$ cat config.mk
export PLATFORM = sky130hd
export DESIGN_NAME = color_keyed_sprite_frame_blit_top
export DESIGN_NICKNAME = d
export VERILOG_FILES = /design/src/rtl/ckb_pkg.sv /design/src/rtl/ckb_divider.sv /design/src/rtl/ckb_ctrl.sv /design/src/rtl/ckb_datapath.sv /design/src/rtl/color_keyed_sprite_frame_blit_top.sv
export SDC_FILE = /design/constraint.sdc
export NUM_CORES = 1
export LEC_CHECK = 0
export ABC_AREA = 1
export BUFFER_PORTS_ARGS = -buffer_cell sky130_fd_sc_hd__buf_2
export CORE_ASPECT_RATIO = 0.6
export CORE_UTILIZATION = 57
export DETAILED_ROUTE_END_ITERATION = 7
export HOLD_SLACK_MARGIN = 0.15
export PLACE_DENSITY = 0.77
export SLEW_MARGIN = 20
export SYNTH_ARGS = -nofsm -noshare
export SYNTH_HDL_FRONTEND = slang
export SYNTH_HIERARCHICAL = 1
export SYNTH_SLANG_ARGS = --single-unit
$ cat constraint.sdc
create_clock -name aclk -period 5 [get_ports aclk]
set_input_delay 1 -clock aclk [delete_from_list [all_inputs] [get_ports aclk]]
set_output_delay 1 -clock aclk [all_outputs]
set_load 0.03 [all_outputs]
$ cat src/rtl/ckb_pkg.sv
package ckb_pkg;

    localparam int SHEET_DIM_W = 11;
    localparam int GRID_W      = 7;
    localparam int FRAME_W     = 12;
    localparam int DEST_W      = 17;
    localparam int PIX_W       = 16;
    localparam int KEY_W       = 16;
    localparam int GRID_CNT_W  = 2 * GRID_W;
    localparam int CFG_IDX_W   = 3;
    localparam int CFG_DATA_W  = 17;
    localparam int S_TDATA_W   = 16;
    localparam int M_TDATA_W   = 40;

    typedef enum logic [CFG_IDX_W-1:0] {
        REG_SHEET_WIDTH  = 3'd0,
        REG_SHEET_HEIGHT = 3'd1,
        REG_GRID_COLS    = 3'd2,
        REG_GRID_ROWS    = 3'd3,
        REG_FRAME_INDEX  = 3'd4,
        REG_DEST_BASE    = 3'd5,
        REG_SOLID_MODE   = 3'd6,
        REG_KEY          = 3'd7
    } cfg_reg_t;

    typedef enum logic [2:0] {
        ST_IDLE,
        ST_DIV_FRAME,
        ST_DIV_CELL,
        ST_DIV_WIDTH,
        ST_DIV_HEIGHT,
        ST_LATCH,
        ST_EMIT
    } ckb_state_t;

    typedef enum logic [1:0] {
        DIV_FRAME,
        DIV_CELL,
        DIV_WIDTH,
        DIV_HEIGHT
    } div_sel_t;

    typedef struct packed {
        logic     hold_pix;
        logic     emit;
        logic     emit_held;
        logic     div_start;
        div_sel_t div_sel;
        logic     cap_cell;
        logic     cap_width;
        logic     cap_height;
        logic     load_window;
    } ckb_cmd_t;

    typedef struct packed {
        logic at_origin;
        logic out_free;
        logic div_done;
    } ckb_status_t;

endpackage

$ cat src/rtl/ckb_divider.sv
module ckb_divider #(
    parameter int DVD_W = 12,
    parameter int DVS_W = 14
) (
    input  logic             aclk,
    input  logic             aresetn,
    input  logic             start,
    input  logic [DVD_W-1:0] dividend,
    input  logic [DVS_W-1:0] divisor,
    output logic             done,
    output logic [DVD_W-1:0] quotient,
    output logic [DVS_W-1:0] remainder
);

    localparam int CNT_W = $clog2(DVD_W + 1);

    logic             busy_reg;
    logic             done_reg;
    logic [CNT_W-1:0] cnt_reg;
    logic [DVD_W-1:0] quo_reg;
    logic [DVS_W-1:0] rem_reg;
    logic [DVS_W-1:0] dvs_reg;
    logic [DVS_W+1:0] diff;
    logic             borrow;

    // one quotient bit per cycle, restoring
    assign diff   = {1'b0, rem_reg, quo_reg[DVD_W-1]} - {2'b00, dvs_reg};
    assign borrow = diff[DVS_W+1];

    always_ff @(posedge aclk) begin
        if (!aresetn) begin
            busy_reg <= 1'b0;
            done_reg <= 1'b0;
            cnt_reg  <= '0;
        end else if (start) begin
            busy_reg <= 1'b1;
            done_reg <= 1'b0;
            cnt_reg  <= CNT_W'(DVD_W);
        end else if (busy_reg) begin
            cnt_reg <= cnt_reg - 1'b1;
            if (cnt_reg == CNT_W'(1)) begin
                busy_reg <= 1'b0;
                done_reg <= 1'b1;
            end
        end else begin
            done_reg <= 1'b0;
        end
    end

    always_ff @(posedge aclk) begin
        if (start) begin
            quo_reg <= dividend;
            rem_reg <= '0;
            dvs_reg <= divisor;
        end else if (busy_reg) begin
            quo_reg <= {quo_reg[DVD_W-2:0], ~borrow};
            if (!borrow) begin
                rem_reg <= diff[DVS_W-1:0];
            end else begin
                rem_reg <= {rem_reg[DVS_W-2:0], quo_reg[DVD_W-1]};
            end
        end
    end

    assign done      = done_reg;
    assign quotient  = quo_reg;
    assign remainder = rem_reg;

endmodule

$ cat src/rtl/ckb_ctrl.sv
module ckb_ctrl (
    input  logic                aclk,
    input  logic                aresetn,
    input  logic                s_tvalid,
    input  ckb_pkg::ckb_status_t status,
    output logic                s_tready,
    output ckb_pkg::ckb_cmd_t   cmd
);

    import ckb_pkg::*;

    ckb_state_t state_reg;
    ckb_state_t state_next;

    always_ff @(posedge aclk) begin
        if (!aresetn) begin
            state_reg <= ST_IDLE;
        end else begin
            state_reg <= state_next;
        end
    end

    always_comb begin
        state_next = state_reg;
        cmd        = '0;
        cmd.div_sel = DIV_FRAME;
        s_tready   = 1'b0;
        case (state_reg)
            ST_IDLE: begin
                s_tready = status.out_free;
                if (s_tvalid && status.out_free) begin
                    if (status.at_origin) begin
                        cmd.hold_pix  = 1'b1;
                        cmd.div_start = 1'b1;
                        cmd.div_sel   = DIV_FRAME;
                        state_next    = ST_DIV_FRAME;
                    end else begin
                        cmd.emit = 1'b1;
                    end
                end
            end
            ST_DIV_FRAME: begin
                if (status.div_done) begin
                    cmd.div_start = 1'b1;
                    cmd.div_sel   = DIV_CELL;
                    state_next    = ST_DIV_CELL;
                end
            end
            ST_DIV_CELL: begin
                if (status.div_done) begin
                    cmd.cap_cell  = 1'b1;
                    cmd.div_start = 1'b1;
                    cmd.div_sel   = DIV_WIDTH;
                    state_next    = ST_DIV_WIDTH;
                end
            end
            ST_DIV_WIDTH: begin
                if (status.div_done) begin
                    cmd.cap_width = 1'b1;
                    cmd.div_start = 1'b1;
                    cmd.div_sel   = DIV_HEIGHT;
                    state_next    = ST_DIV_HEIGHT;
                end
            end
            ST_DIV_HEIGHT: begin
                if (status.div_done) begin
                    cmd.cap_height = 1'b1;
                    state_next     = ST_LATCH;
                end
            end
            ST_LATCH: begin
                cmd.load_window = 1'b1;
                state_next      = ST_EMIT;
            end
            ST_EMIT: begin
                if (status.out_free) begin
                    cmd.emit      = 1'b1;
                    cmd.emit_held = 1'b1;
                    state_next    = ST_IDLE;
                end
            end
            default: begin
                state_next = ST_IDLE;
            end
        endcase
    end

endmodule

$ cat src/rtl/ckb_datapath.sv
module ckb_datapath #(
    parameter int SCREEN_WIDTH  = 320,
    parameter int SCREEN_HEIGHT = 240,
    parameter int MAX_SHEET_DIM = 1024
) (
    input  logic                                aclk,
    input  logic                                aresetn,
    input  logic                                cfg_we,
    input  logic [ckb_pkg::CFG_IDX_W-1:0]       cfg_index,
    input  logic [ckb_pkg::CFG_DATA_W-1:0]      cfg_wdata,
    input  logic [ckb_pkg::S_TDATA_W-1:0]       s_tdata,
    input  logic                                m_tready,
    input  ckb_pkg::ckb_cmd_t                   cmd,
    output ckb_pkg::ckb_status_t                status,
    output logic                                m_tvalid,
    output logic [ckb_pkg::M_TDATA_W-1:0]       m_tdata,
    output logic                                m_tlast
);

    import ckb_pkg::*;

    localparam int CNT_W    = $clog2(MAX_SHEET_DIM);
    localparam int W_W      = $clog2(MAX_SHEET_DIM + 1);
    localparam int DVD_W    = (W_W > FRAME_W) ? W_W : FRAME_W;
    localparam int DVS_W    = GRID_CNT_W;
    localparam int SCR_SIZE = SCREEN_WIDTH * SCREEN_HEIGHT;
    localparam int ROW_W    = CNT_W + $clog2(SCREEN_WIDTH + 1);
    localparam int BASE_W   = (ROW_W > DEST_W) ? ROW_W : DEST_W;
    localparam int SCR_W    = $clog2(SCR_SIZE + 1);
    localparam int SUM_W    = ((BASE_W > SCR_W) ? BASE_W : SCR_W) + 1;

    // configuration registers
    logic [SHEET_DIM_W-1:0] sheet_width_reg;
    logic [SHEET_DIM_W-1:0] sheet_height_reg;
    logic [GRID_W-1:0]      grid_cols_reg;
    logic [GRID_W-1:0]      grid_rows_reg;
    logic [FRAME_W-1:0]     frame_index_reg;
    logic [DEST_W-1:0]      dest_base_reg;
    logic                   solid_mode_reg;
    logic [KEY_W-1:0]       key_reg;

    // sheet position and latched frame window
    logic [CNT_W-1:0]  col_reg, col_next;
    logic [CNT_W-1:0]  row_reg, row_next;
    logic [CNT_W-1:0]  left_reg;
    logic [CNT_W-1:0]  top_reg;
    logic [W_W-1:0]    width_reg;
    logic [W_W-1:0]    height_reg;
    logic [DEST_W-1:0] dest_row_start_reg;
    logic [GRID_W-1:0] cell_col_reg;
    logic [GRID_W-1:0] cell_row_reg;
    logic [PIX_W-1:0]  pix_reg;

    // result register
    logic              out_valid_reg, out_valid_next;
    logic              out_we_reg;
    logic [DEST_W-1:0] out_addr_reg;
    logic [PIX_W-1:0]  out_pix_reg;
    logic              out_done_reg;

    logic [W_W-1:0]        w_eff;
    logic [W_W-1:0]        h_eff;
    logic [GRID_W-1:0]     cols_eff;
    logic [GRID_W-1:0]     rows_eff;
    logic [GRID_CNT_W-1:0] frame_count;

    logic             div_start;
    logic [DVD_W-1:0] div_dvd;
    logic [DVS_W-1:0] div_dvs;
    logic             div_done;
    logic [DVD_W-1:0] div_quo;
    logic [DVS_W-1:0] div_rem;

    logic [PIX_W-1:0] pix;
    logic [CNT_W-1:0] col_off;
    logic [CNT_W-1:0] row_off;
    logic             in_window;
    logic [SUM_W-1:0] addr_sum;
    logic             wr_en;
    logic             col_wrap;
    logic             row_wrap;
    logic             sheet_done;

    always_ff @(posedge aclk) begin
        if (!aresetn) begin
            sheet_width_reg  <= SHEET_DIM_W'(1);
            sheet_height_reg <= SHEET_DIM_W'(1);
            grid_cols_reg    <= GRID_W'(1);
            grid_rows_reg    <= GRID_W'(1);
            frame_index_reg  <= '0;
            dest_base_reg    <= '0;
            solid_mode_reg   <= 1'b0;
            key_reg          <= '0;
        end else if (cfg_we) begin
            case (cfg_reg_t'(cfg_index))
                REG_SHEET_WIDTH:  sheet_width_reg  <= cfg_wdata[SHEET_DIM_W-1:0];
                REG_SHEET_HEIGHT: sheet_height_reg <= cfg_wdata[SHEET_DIM_W-1:0];
                REG_GRID_COLS:    grid_cols_reg    <= cfg_wdata[GRID_W-1:0];
                REG_GRID_ROWS:    grid_rows_reg    <= cfg_wdata[GRID_W-1:0];
                REG_FRAME_INDEX:  frame_index_reg  <= cfg_wdata[FRAME_W-1:0];
                REG_DEST_BASE:    dest_base_reg    <= cfg_wdata[DEST_W-1:0];
                REG_SOLID_MODE:   solid_mode_reg   <= cfg_wdata[0];
                REG_KEY:          key_reg          <= cfg_wdata[KEY_W-1:0];
                default: begin
                end
            endcase
        end
    end

    // zero reads as one, oversize sheet clamps to the maximum
    always_comb begin
        if (sheet_width_reg == '0) begin
            w_eff = W_W'(1);
        end else if (32'(sheet_width_reg) > 32'(MAX_SHEET_DIM)) begin
            w_eff = W_W'(MAX_SHEET_DIM);
        end else begin
            w_eff = W_W'(sheet_width_reg);
        end
        if (sheet_height_reg == '0) begin
            h_eff = W_W'(1);
        end else if (32'(sheet_height_reg) > 32'(MAX_SHEET_DIM)) begin
            h_eff = W_W'(MAX_SHEET_DIM);
        end else begin
            h_eff = W_W'(sheet_height_reg);
        end
        cols_eff    = (grid_cols_reg == '0) ? GRID_W'(1) : grid_cols_reg;
        rows_eff    = (grid_rows_reg == '0) ? GRID_W'(1) : grid_rows_reg;
        frame_count = GRID_CNT_W'(cols_eff) * GRID_CNT_W'(rows_eff);
    end

    always_comb begin
        case (cmd.div_sel)
            DIV_FRAME: begin
                div_dvd = DVD_W'(frame_index_reg);
                div_dvs = DVS_W'(frame_count);
            end
            DIV_CELL: begin
                div_dvd = DVD_W'(div_rem[FRAME_W-1:0]);
                div_dvs = DVS_W'(cols_eff);
            end
            DIV_WIDTH: begin
                div_dvd = DVD_W'(w_eff);
                div_dvs = DVS_W'(cols_eff);
            end
            DIV_HEIGHT: begin
                div_dvd = DVD_W'(h_eff);
                div_dvs = DVS_W'(rows_eff);
            end
            default: begin
                div_dvd = '0;
                div_dvs = DVS_W'(1);
            end
        endcase
    end

    assign div_start = cmd.div_start;

    ckb_divider #(
        .DVD_W (DVD_W),
        .DVS_W (DVS_W)
    ) u_divider (
        .aclk      (aclk),
        .aresetn   (aresetn),
        .start     (div_start),
        .dividend  (div_dvd),
        .divisor   (div_dvs),
        .done      (div_done),
        .quotient  (div_quo),
        .remainder (div_rem)
    );

    always_ff @(posedge aclk) begin
        if (cmd.hold_pix) begin
            pix_reg <= s_tdata[PIX_W-1:0];
        end
        if (cmd.cap_cell) begin
            cell_col_reg <= div_rem[GRID_W-1:0];
            cell_row_reg <= div_quo[GRID_W-1:0];
        end
    end

    always_ff @(posedge aclk) begin
        if (!aresetn) begin
            left_reg           <= '0;
            top_reg            <= '0;
            width_reg          <= '0;
            height_reg         <= '0;
            dest_row_start_reg <= '0;
        end else begin
            if (cmd.cap_width) begin
                width_reg <= div_quo[W_W-1:0];
            end
            if (cmd.cap_height) begin
                height_reg <= div_quo[W_W-1:0];
            end
            if (cmd.load_window) begin
                left_reg           <= CNT_W'(width_reg * W_W'(cell_col_reg));
                top_reg            <= CNT_W'(height_reg * W_W'(cell_row_reg));
                dest_row_start_reg <= dest_base_reg;
            end
        end
    end

    // per pixel: window test, address, key test, raster advance
    always_comb begin
        pix       = cmd.emit_held ? pix_reg : s_tdata[PIX_W-1:0];
        col_off   = col_reg - left_reg;
        row_off   = row_reg - top_reg;
        in_window = (col_reg >= left_reg) && (W_W'(col_off) < width_reg) &&
                    (row_reg >= top_reg) && (W_W'(row_off) < height_reg);
        addr_sum  = SUM_W'(dest_row_start_reg)
                  + SUM_W'(row_off) * SUM_W'(SCREEN_WIDTH)
                  + SUM_W'(col_off);
        wr_en     = in_window && (solid_mode_reg || (pix != key_reg)) &&
                    (addr_sum < SUM_W'(SCR_SIZE));

        col_wrap   = (32'(col_reg) + 32'd1) >= 32'(w_eff);
        row_wrap   = (32'(row_reg) + 32'd1) >= 32'(h_eff);
        sheet_done = col_wrap && row_wrap;
        col_next   = col_reg;
        row_next   = row_reg;
        if (cmd.emit) begin
            if (col_wrap) begin
                col_next = '0;
                row_next = row_wrap ? '0 : row_reg + 1'b1;
            end else begin
                col_next = col_reg + 1'b1;
            end
        end

        out_valid_next = out_valid_reg;
        if (cmd.emit) begin
            out_valid_next = 1'b1;
        end else if (m_tready) begin
            out_valid_next = 1'b0;
        end
    end

    always_ff @(posedge aclk) begin
        if (!aresetn) begin
            col_reg       <= '0;
            row_reg       <= '0;
            out_valid_reg <= 1'b0;
        end else begin
            col_reg       <= col_next;
            row_reg       <= row_next;
            out_valid_reg <= out_valid_next;
        end
    end

    always_ff @(posedge aclk) begin
        if (cmd.emit) begin
            out_we_reg   <= wr_en;
            out_addr_reg <= wr_en ? addr_sum[DEST_W-1:0] : '0;
            out_pix_reg  <= wr_en ? pix : '0;
            out_done_reg <= sheet_done;
        end
    end

    assign status.at_origin = (col_reg == '0) && (row_reg == '0);
    assign status.out_free  = !out_valid_reg || m_tready;
    assign status.div_done  = div_done;

    assign m_tvalid = out_valid_reg;
    assign m_tdata  = M_TDATA_W'({out_pix_reg, out_addr_reg, out_we_reg});
    assign m_tlast  = out_done_reg;

endmodule

$ cat src/rtl/color_keyed_sprite_frame_blit_top.sv
// Sprite-sheet frame blitter. The sheet streams in on s_ as one 16-bit pixel per request in
// raster order; every request gives exactly one framebuffer write request on m_, with
// write_enable low for pixels outside the selected frame, transparent in color-key mode, or
// at or beyond SCREEN_WIDTH*SCREEN_HEIGHT, and tlast high on the last pixel of the sheet.
// Pixels are taken one per cycle while m_ accepts them. The first pixel of each sheet holds
// the input while the frame window is worked out by one shared divider at one quotient bit
// per cycle: four divisions of max(12, clog2(MAX_SHEET_DIM+1)) bits (frame, cell, width,
// height), then the window latch, then the emit. Window, frame and destination are taken at
// that first pixel; sheet size, solid mode and key act at once. Write registers only while
// no request is in flight.
module color_keyed_sprite_frame_blit_top #(
    parameter int SCREEN_WIDTH  = 320,
    parameter int SCREEN_HEIGHT = 240,
    parameter int MAX_SHEET_DIM = 1024
) (
    input  logic                           aclk,
    input  logic                           aresetn,
    input  logic                           cfg_we,
    input  logic [ckb_pkg::CFG_IDX_W-1:0]  cfg_index,
    input  logic [ckb_pkg::CFG_DATA_W-1:0] cfg_wdata,
    input  logic                           s_tvalid,
    output logic                           s_tready,
    // sheet_pixel
    input  logic [ckb_pkg::S_TDATA_W-1:0]  s_tdata,
    output logic                           m_tvalid,
    input  logic                           m_tready,
    // write_enable, write_address, write_pixel
    output logic [ckb_pkg::M_TDATA_W-1:0]  m_tdata,
    output logic                           m_tlast
);

    import ckb_pkg::*;

    ckb_cmd_t    cmd;
    ckb_status_t status;

    ckb_ctrl u_ctrl (
        .aclk     (aclk),
        .aresetn  (aresetn),
        .s_tvalid (s_tvalid),
        .status   (status),
        .s_tready (s_tready),
        .cmd      (cmd)
    );

    ckb_datapath #(
        .SCREEN_WIDTH  (SCREEN_WIDTH),
        .SCREEN_HEIGHT (SCREEN_HEIGHT),
        .MAX_SHEET_DIM (MAX_SHEET_DIM)
    ) u_datapath (
        .aclk      (aclk),
        .aresetn   (aresetn),
        .cfg_we    (cfg_we),
        .cfg_index (cfg_index),
        .cfg_wdata (cfg_wdata),
        .s_tdata   (s_tdata),
        .m_tready  (m_tready),
        .cmd       (cmd),
        .status    (status),
        .m_tvalid  (m_tvalid),
        .m_tdata   (m_tdata),
        .m_tlast   (m_tlast)
    );

endmodule
==> impl_metrics.yaml, run 1 <==
status:
  status: "finished with violations"
  violations: "negative setup slack"
clock_tree:
  htree_levels: 1
  clock_latency_ps: 580
  cts_tree: "yes"
  clk_pin_slew_ps: 70
  cts_buffer_depth: 3
  clock-sinks: 276
  root_buffer: "clkbuf_16"
  cts_buffers: 27
placed_design:
  portBuffers: 77
  dpl_cell_area_um2: 21590
  finalWeightedCongestion: 0.9790
  place_ws_ps: -241.9
  place_hpwl_mm: 43.87
critical_path:
  worst_setup_path_end_kind: "flip-flop"
  crit_top_cell: "nand2_2"
  cp-start-kind: "flip-flop"
  cp_data_arrival_time_ps: 5540
  crit_fanout: 7
  slowest_stage: "fa_2"
  worstPathRequired_ps: 5320
  critPathMaxStageDelay_ps: 360
  crit_type: "reg -> reg"
  r2r_start: "u_datapath/top_reg[1]$_SDFFE_PN0P_"
  crit_start: "u_datapath/top_reg[1]$_SDFFE_PN0P_"
timing:
  whs_ps: 472.5
  period_minus_slack_ps: 5222
  setup_ws_ps: -222.4
  skew_ps: 27.79
  rsz0062_at_grt: "yes"
  maxSlewHeadroom_pct: 27.70
  slew_viol_final: 0
  setup_viol: 34
  finalCritPeriodShare_pct: 104.4
  worst_slew_pin_slew_ps: 1080
  hold_violations: 0
  fmax_mhz: 191.5
run:
  drv_cap: 0
final_layout:
  final_core_util_pct: 66.72
  drive_gt1_share_pct: 13.42
  fillCellCount: 2959
  final_cell_mix: "nand2_1, inv_1, nor2_1"
  layout_commonest_cell: "nand2_1"
  stdcell_area_um2: 23450
  seq_area_um2: 6442
  multi_input_area_um2: 12270
  area_growth_pct: 14.95
  nets: 3168
synth:
  synth_edf_count: 91
  synthFlopType: "dfxtp_1"
  synth-seq-area-share_pct: 31.55
  ys_ff_latch: 276
  yosys_warnings: 6
  syn_inst: 2741
  syn_area_per_cell_um2: 7.443
  async_reset_ff_share_pct: 0
  synth_cell_types: 56
  synth_area_um2: 20400
floorplanning:
  rows: 53
  die_y_um: 148.5
  die_w_um: 246.2
  coreArea_um2: 35150
  fp.dieArea_um2: 36580
  initial_core_util_pct: 58.05
  io_pins: 84
routing:
  ant_nets: 0
  first_pass_iters: 8
  drtIter0Drc: 2053
  num_vias: 18597
  viasPerCell: 5.546
  wl_per_cell_um: 17.44
  wirelength_mm: 58.48
  drc_errors: 0
power_and_ir_drop:
  power_w: 0.01452
  power.switching_w: 0.006679
  p_comb_share_pct: 62.7
  sequentialPowerShare_pct: 21.8
  pwr_density_cell_nw_per_um2: 619.2
  p_sw_share_pct: 46.00
  power_leakage_nw: 11.89
  ir_worst_vdd_v: 0.0007994
  p_int_w: 0.007841
  clock_power_share_pct: 15.5
min_path:
  min_from: "u_datapath/left_reg[2]$_SDFFE_PN0P_"
  min_path_type: "reg -> reg"
grt:
  grt_pass1_vias: 17373
  grt-ovfl-total: 0
  grt_start_max_net_pins: 80
  gr-usage-all-layers_pct: 31.38
  grt_pass1_wl_mm: 90.36
  antenna_found_initial: 4
==> final cells by class <==
cell class	instances	area share (%)
Timing Repair Buffer	183	5.474
Inverter	502	8.035
Tap cell	467	2.492
Clock buffer	34	3.303
Multi-Input combinational cell	1873	52.33
Antenna cell	2	0.02134
Clock inverter	16	0.8750
Sequential cell	276	27.47
==> per-stage QoR <==
| step | setup TNS, ps | instances |
|---|---|---|
| after CTS | 0 | 3342 |
| after global routing | -13360 | 3352 |
| after global placement | -2995 | 3272 |
| after detailed placement | -7119 | 3272 |
| after floorplan | 0 | 2746 |
| final | -6729 | 3353 |
==> path summary, 6_finish.rpt <==
kind	endpoint	slack, ps	depth (start not counted)
setup / recovery	u_datapath/out_pix_reg[14]$_SDFFCE_PN0P_	-220	33
hold / removal	u_datapath/left_reg[2]$_SDFFE_PN0P_	470	2
hold reg to reg	u_datapath/left_reg[2]$_SDFFE_PN0P_	470	2
setup reg to reg	u_datapath/out_pix_reg[14]$_SDFFCE_PN0P_	-220	33
==> power groups by stage <==
stage | clock network [W] | registers (W) | logic [W]
global placement | 0 | 0.00318 | 0.00691
global route | 0.00237 | 0.00319 | 0.00984
CTS | 0.00228 | 0.00315 | 0.00765
detailed placement | 0 | 0.00318 | 0.00707
floorplan | 0 | 0.00333 | 0.00446
finish | 0.00225 | 0.00317 | 0.00910
==> synth_stat cells, drive strengths merged (6+ instances only) <==
library cell | instances | area, um2
nand2 | 544 | 2077
inv | 495 | 1858
nor2 | 323 | 1245
a21oi | 197 | 997.2
o21ai | 193 | 973.4
ha | 187 | 2340
dfxtp | 185 | 3704
nand3 | 115 | 638.1
edfxtp | 91 | 2733
fa | 77 | 1541
clkbuf | 73 | 275.3
xor2 | 58 | 508.0
xnor2 | 40 | 350.3
nand4 | 25 | 156.4
buf | 22 | 166.4
nor3 | 12 | 71.32
mux2i | 10 | 100.1
nand3b | 10 | 75.07
o221ai | 9 | 78.83
a211oi | 7 | 52.55
clkinv | 7 | 26.28
o211ai | 7 | 52.55
a31oi | 6 | 37.54
nor4 | 6 | 37.54
o21bai | 6 | 45.04
or2 | 6 | 37.54
==> worst max-delay path, delay by kind of cell (launching register included) <==
kind / cells / cell delay (ps)
XOR/XNOR: 2 / 350
adder cells (fa/ha/maj): 6 / 1630
AO/OA/AOI/OAI: 5 / 810
flip-flops: 1 / 350
buffers and inverters: 6 / 560
AND/OR/NAND/NOR: 14 / 1240
==> repair_timing <==
action,4_1_cts,5_1_grt
resized for setup,33,102
endpoints found under the setup margin,34,35
pin swaps,18,50
gates cloned,3,0
buffers inserted,17,9
hold buffers,0,0
==> logic make-up after synthesis <==
kind of cell | after synthesis | share of synthesized area [%]
other | 1 | 0.01838
AO/OA/AOI/OAI | 448 | 11.84
flip-flops | 276 | 31.55
XOR/XNOR | 98 | 4.207
AND/OR/NAND/NOR | 1047 | 21.47
adder cells (fa/ha/maj) | 264 | 19.02
multiplexers | 10 | 0.4907
buffers and inverters | 597 | 11.40
==> routing by layer <==
metal,up-vias,wire (um),global-route usage [%]
li1,8949,-,-
met1,8608,26650,46.64
met2,928,23790,44.54
met3,108,6696,8.499
met4,4,1326,8.012
met5,-,22,0
(Power assumes the default switching activity.)
==> run 2: changes to the inputs <==
--- a/config.mk
+++ b/config.mk
@@ -17,3 +17,4 @@
 export SYNTH_HDL_FRONTEND = slang
 export SYNTH_HIERARCHICAL = 1
 export SYNTH_SLANG_ARGS = --single-unit
+export TNS_END_PERCENT = 10
==> run 2 against run 1 <==
Register-to-register slack better by 110 ps. The run still ends with negative setup slack left. Sequential share of layout area is 0.10 points higher. Final cell count unchanged. Largest cell class unchanged.
==> impl_metrics.yaml, run 2 (synthesis results as in run 1) <==
status:
  status: "finished with violations"
  violations: "negative setup slack"
critical_path:
  slowest_stage: "fa_2"
  reg2reg_slack_ps: -120
  critPathBufInv: 6
  crit_top_cell: "nand2_2"
  r2r_start: "u_datapath/top_reg[1]$_SDFFE_PN0P_"
  cp_data_arrival_time_ps: 5440
  r2r_cells: 33
  crit_family: "adder cells"
  crit_type: "reg -> reg"
  crit_start: "u_datapath/top_reg[1]$_SDFFE_PN0P_"
  crit_fanout: 7
  cp-start-kind: "flip-flop"
  critPathMaxStageDelay_ps: 360
  worst_setup_path_end_kind: "flip-flop"
  critPathCapture: "u_datapath/out_pix_reg[14]$_SDFFCE_PN0P_"
  timing.rr.end: "u_datapath/out_pix_reg[14]$_SDFFCE_PN0P_"
  worstPathRequired_ps: 5330
  critical_path_depth: 33
routing:
  drc_errors: 0
  first_pass_iters: 8
  viasPerCell: 5.551
  num_vias: 18614
  wl_per_cell_um: 17.37
  drtIter0Drc: 2043
  ant_nets: 0
  wirelength_mm: 58.24
min_path:
  min_path_type: "reg -> reg"
  min_from: "u_datapath/left_reg[2]$_SDFFE_PN0P_"
grt:
  antenna_found_initial: 4
  grt_pass1_vias: 17373
  grt_start_max_net_pins: 80
  grt-ovfl-total: 0
  grt_pass1_wl_mm: 90.36
  gr-usage-all-layers_pct: 31.38
final_layout:
  drive_gt1_share_pct: 13.04
  final_cell_mix: "nand2_1, inv_1, nor2_1"
  final_cells: 3353
  layout_commonest_cell: "nand2_1"
  stdcell_area_um2: 23360
  area_growth_pct: 14.53
  fillCellCount: 2979
  nets: 3168
timing:
  slew_viol_final: 0
  rsz0062_at_grt: "yes"
  setup_ws_ps: -115.8
  worst_slew_pin_slew_ps: 1133
  fin_setup_tns_ps: -2973
  period_minus_slack_ps: 5116
  finalCritPeriodShare_pct: 102.3
  maxSlewHeadroom_pct: 24.19
  hold_violations: 0
  setup_viol: 34
  skew_ps: 29.59
  fmax_mhz: 195.5
run:
  drv_cap: 0
floorplanning:
  io_pins: 84
  initial_core_util_pct: 58.05
  rows: 53
  coreArea_um2: 35150
  die_w_um: 246.2
  fp.dieArea_um2: 36580
  die_y_um: 148.5
power_and_ir_drop:
  ir_worst_vdd_v: 0.0007430
  power_leakage_nw: 11.89
  pwr_density_cell_nw_per_um2: 612.4
clock_tree:
  htree_levels: 1
  root_buffer: "clkbuf_16"
  cts_tree: "yes"
  cts_buffer_depth: 3
  clock-sinks: 276
  clk_pin_slew_ps: 70
  clock_latency_ps: 580
  cts_hold_buf: 0
  cts_buffers: 27
placed_design:
  place_ws_ps: -241.9
  dpl_cell_area_um2: 21590
  portBuffers: 77
  place_inst: 3272
  finalWeightedCongestion: 0.9790
  place_hpwl_mm: 43.87
-- run 2: stage by stage --
stage	hold WS, ps	power [W]	utilization [%]
3_3_place_gp	450.0	0.01009	61.43
3_5_place_dp	460.3	0.01025	61.43
6_report	471.5	0.01431	66.48
5_1_grt	489.1	0.01524	66.47
2_1_floorplan	432.0	0.007788	-
4_1_cts	468.7	0.01307	65.26
-- run 2: final cells by class --
cell class                 instances  area, um2  share of cell area, %
clock inverter                    16      205.2                 0.8782
antenna                            2      5.005                0.02142
inverter                         502       1884                  8.065
clock buffer                      34      774.5                  3.315
timing repair buffer             183       1280                  5.478
sequential                       276       6442                  27.57
multi-input combinational       1873      12190                  52.17
tap                              467      584.3                  2.501
-- run 2: report_power, final --
| part | internal [W] | switching, W |
|---|---|---|
| clock | 0.00128 | 0.000977 |
| combinational | 0.00366 | 0.00523 |
| sequential | 0.00286 | 0.000302 |
-- run 2: how the worst min path moves through the flow --
stage	end	cells past startpoint
after floorplan	u_datapath/u_divider/done$_SDFFE_PP0P_	2
after global placement	u_datapath/top_reg[3]$_SDFFE_PN0P_	2
after detailed placement	u_datapath/top_reg[2]$_SDFFE_PN0P_	2
after CTS	u_datapath/top_reg[2]$_SDFFE_PN0P_	2
after global routing	u_datapath/left_reg[2]$_SDFFE_PN0P_	2
final	u_datapath/left_reg[2]$_SDFFE_PN0P_	2
-- run 2: timing repair --
item	4_1_cts	5_1_grt
pin swaps	18	50
gates resized for setup	33	81
cloned	3	0
buffers inserted	17	9
setup endpoints to repair	34	35
-- run 2: routing by layer --
metal / global-route usage, % / vias up / share of wire (%)
met2: 44.54 / 882 / 41
met1: 46.64 / 8674 / 46
met5: 0 / - / 0.038
li1: - / 8958 / -
met4: 8.012 / 4 / 2.2
met3: 8.499 / 96 / 11
-- run 2: worst register-to-register path, delay by kind of cell, from the launching register on --
| kind | cells | cell delay (ps) |
|---|---|---|
| fa+ha+maj | 6 | 1630 |
| simple gates | 14 | 1140 |
| compound gates | 5 | 810 |
| buf+inv | 6 | 570 |
| flops | 1 | 350 |
| xor+xnor | 2 | 350 |
==> run 3: changes to the inputs <==
--- a/config.mk
+++ b/config.mk
@@ -5,13 +5,15 @@
 export SDC_FILE = /design/constraint.sdc
 export NUM_CORES = 1
 export LEC_CHECK = 0
-export ABC_AREA = 1
+export ABC_AREA = 0
 export BUFFER_PORTS_ARGS = -buffer_cell sky130_fd_sc_hd__buf_2
+export CELL_PAD_IN_SITES_DETAIL_PLACEMENT = 1
+export CELL_PAD_IN_SITES_GLOBAL_PLACEMENT = 2
 export CORE_ASPECT_RATIO = 0.6
-export CORE_UTILIZATION = 57
+export CORE_UTILIZATION = 36
 export DETAILED_ROUTE_END_ITERATION = 7
 export HOLD_SLACK_MARGIN = 0.15
-export PLACE_DENSITY = 0.77
+export PLACE_DENSITY_LB_ADDON = 0.1
 export SLEW_MARGIN = 20
 export SYNTH_ARGS = -nofsm -noshare
 export SYNTH_HDL_FRONTEND = slang
==> run 3 against run 2 <==
The run still ends with negative setup slack left. First-iteration DRC count fell by 45%. Largest cell class unchanged. Final cell count fell by 7.5%. Setup slack got worse by 140 ps. Power fell by 60%. Fmax fell by 2.6%. Combinational power fell by 91%. Sequential power fell by 19%. Clock power rose by 9.8%. Sequential cell count did not move.
==> impl_metrics.yaml, run 3 <==
routing:
  viasPerCell: 5.217
  drtIter0Drc: 1133
  wl_per_cell_um: 20.70
  wirelength_mm: 64.16
  first_pass_iters: 5
  ant_nets: 0
  drc_errors: 0
  num_vias: 16174
critical_path:
  cp-start-kind: "flip-flop"
  cp_data_arrival_time_ps: 5700
  crit_fanout: 6
  crit_type: "reg -> reg"
  worst_setup_path_end_kind: "flip-flop"
  worstPathRequired_ps: 5450
clock_tree:
  clock_latency_ps: 590
  cts_tree: "yes"
  htree_levels: 1
  cts_buffer_depth: 3
  cts_buffers: 31
  clock-sinks: 276
  clk_pin_slew_ps: 60
  root_buffer: "clkbuf_16"
placed_design:
  finalWeightedCongestion: 0.8503
  place_ws_ps: -443.7
  place_hpwl_mm: 49.46
  dpl_cell_area_um2: 21570
  place_inst: 3030
  portBuffers: 77
final_layout:
  stdcell_area_um2: 23120
  drive_gt1_share_pct: 15.69
  nets: 2677
  layout_commonest_cell: "nand2_1"
  diodes: 0
  final_cells: 3100
  final_cell_mix: "nand2_1, inv_1, dfxtp_1"
  area_growth_pct: 17.36
  final_core_util_pct: 43.40
power_and_ir_drop:
  power_leakage_nw: 9.754
  pwr_density_cell_nw_per_um2: 250.1
  ir_worst_vdd_v: 0.0002616
timing:
  setup_ws_ps: -252.5
  worst_slew_pin_slew_ps: 1102
  hold_violations: 0
  finalCritPeriodShare_pct: 105.1
  maxSlewHeadroom_pct: 26.56
  setup_viol: 34
  skew_ps: 17.30
  slew_viol_final: 0
  period_minus_slack_ps: 5253
  rsz0062_at_grt: "yes"
  fmax_mhz: 190.4
synth:
  yosys_warnings: 6
  ys_ff_latch: 276
  async_reset_ff_share_pct: 0
  yosysTopAreaCell: "dfxtp_1"
  synth-seq-area-share_pct: 32.67
  synth_most_common_cell: "nand2_1"
  syn_inst: 2218
  synthFlopType: "dfxtp_1"
  synth_area_um2: 19700
  synth_top_cells_by_count: "nand2_1, inv_1, ha_1"
  synth_top_area_share_pct: 18.80
  synth.area.top_cells: "dfxtp_1, edfxtp_1, ha_1"
  synth_edf_count: 91
  syn_area_per_cell_um2: 8.883
  synth_cell_types: 90
min_path:
  min_path_type: "reg -> reg"
status:
  violations: "negative setup slack"
  status: "finished with violations"
floorplanning:
  coreArea_um2: 53270
  initial_core_util_pct: 36.98
  die_w_um: 304.0
  die_y_um: 183.2
  rows: 65
  io_pins: 84
  fp.dieArea_um2: 55700
grt:
  gr-usage-all-layers_pct: 23.20
  antenna_found_initial: 2
  grt-ovfl-total: 0
  grt_pass1_vias: 16965
  grt_start_max_net_pins: 95
  grt_pass1_wl_mm: 100.6
run:
  drv_cap: 0
-- run 3: routing by layer --
metal	GRT usage [%]	vias up	wire length [um]
met4	3.025	0	765
li1	-	7809	-
met1	37.25	8017	35780
met2	32.86	298	24780
met3	3.155	50	2839
met5	0	-	0
-- run 3: area by class of cell --
class / count / area [um2]
Inverter: 212 / 798.3
Sequential cell: 276 / 6441
Clock buffer: 42 / 903.4
Clock inverter: 16 / 193.9
Multi-Input combinational cell: 1644 / 12440
Tap cell: 703 / 879.6
Timing Repair Buffer: 207 / 1469
Fill cell: 6162 / 30150
-- run 3: cells by family after synthesis --
logic type	count (synthesis)	synth area share (%)
adder cells (fa/ha/maj)	265	19.75
multiplexers	94	4.858
AO/OA/AOI/OAI	396	13.36
flip-flops	276	32.67
XOR/XNOR	122	5.424
buffers and inverters	303	6.116
other	1	0.01903
AND/OR/NAND/NOR	761	17.81
-- run 3: repair_timing --
action	CTS	global route
pin swaps	20	25
setup buffers	5	5
resized for setup	33	42
hold buffers	0	0
cloned	1	1
endpoints found under the setup margin	34	38
-- run 3: per-stage QoR --
| step | hold slack [ps] | total power (W) | TNS (ps) |
|---|---|---|---|
| after global placement | 443.7 | 0.003328 | -6909 |
| final | 458.5 | 0.005782 | -5571 |
| after detailed placement | 451.9 | 0.003351 | -13360 |
| after CTS | 461.1 | 0.005837 | -6457 |
| after floorplan | 435.8 | 0.003075 | 0 |
| after global routing | 470.0 | 0.006043 | -14710 |
-- run 3: power by group --
group / switching (W) / internal [W] / total, W / leakage [nW]
Combinational: 0.000486 / 0.000277 / 0.000763 / 6.89
Clock: 0.00103 / 0.00144 / 0.00247 / 0.545
Sequential: 0.000130 / 0.00242 / 0.00255 / 2.32
-- run 3: path summary, 6_finish.rpt --
check	depth (start not counted)	slack [ps]	from	to
hold reg to reg	2	460	u_datapath/frame_index_reg[10]$_SDFFE_PN0P_	u_datapath/frame_index_reg[10]$_SDFFE_PN0P_
hold / removal	2	460	u_datapath/frame_index_reg[10]$_SDFFE_PN0P_	u_datapath/frame_index_reg[10]$_SDFFE_PN0P_
setup / recovery	26	-250	u_datapath/row_reg[0]$_SDFFE_PN0P_	u_datapath/out_addr_reg[8]$_SDFFCE_PN0P_
setup reg to reg	26	-250	u_datapath/row_reg[0]$_SDFFE_PN0P_	u_datapath/out_addr_reg[8]$_SDFFCE_PN0P_
-- run 3: worst max-delay path, cell delays in order, from the launching register on --
cell	delay, ps
dfxtp_2	330
inv_2	50
ha_4	160
fa_2	390
nor2b_2	150
o21a_1	140
nor2_2	50
xnor2_2	260
buf_4	160
ha_1	240
ha_4	260
o21ai_1	80
nand2b_1	120
buf_4	150
a21o_1	180
a21oi_2	160
buf_4	130
xnor2_1	130
ha_1	290
ha_4	290
o211ai_1	110
or3_4	410
a22oi_4	240
o211ai_4	170
buf_12	180
clkbuf_16	160
nor2_4	110
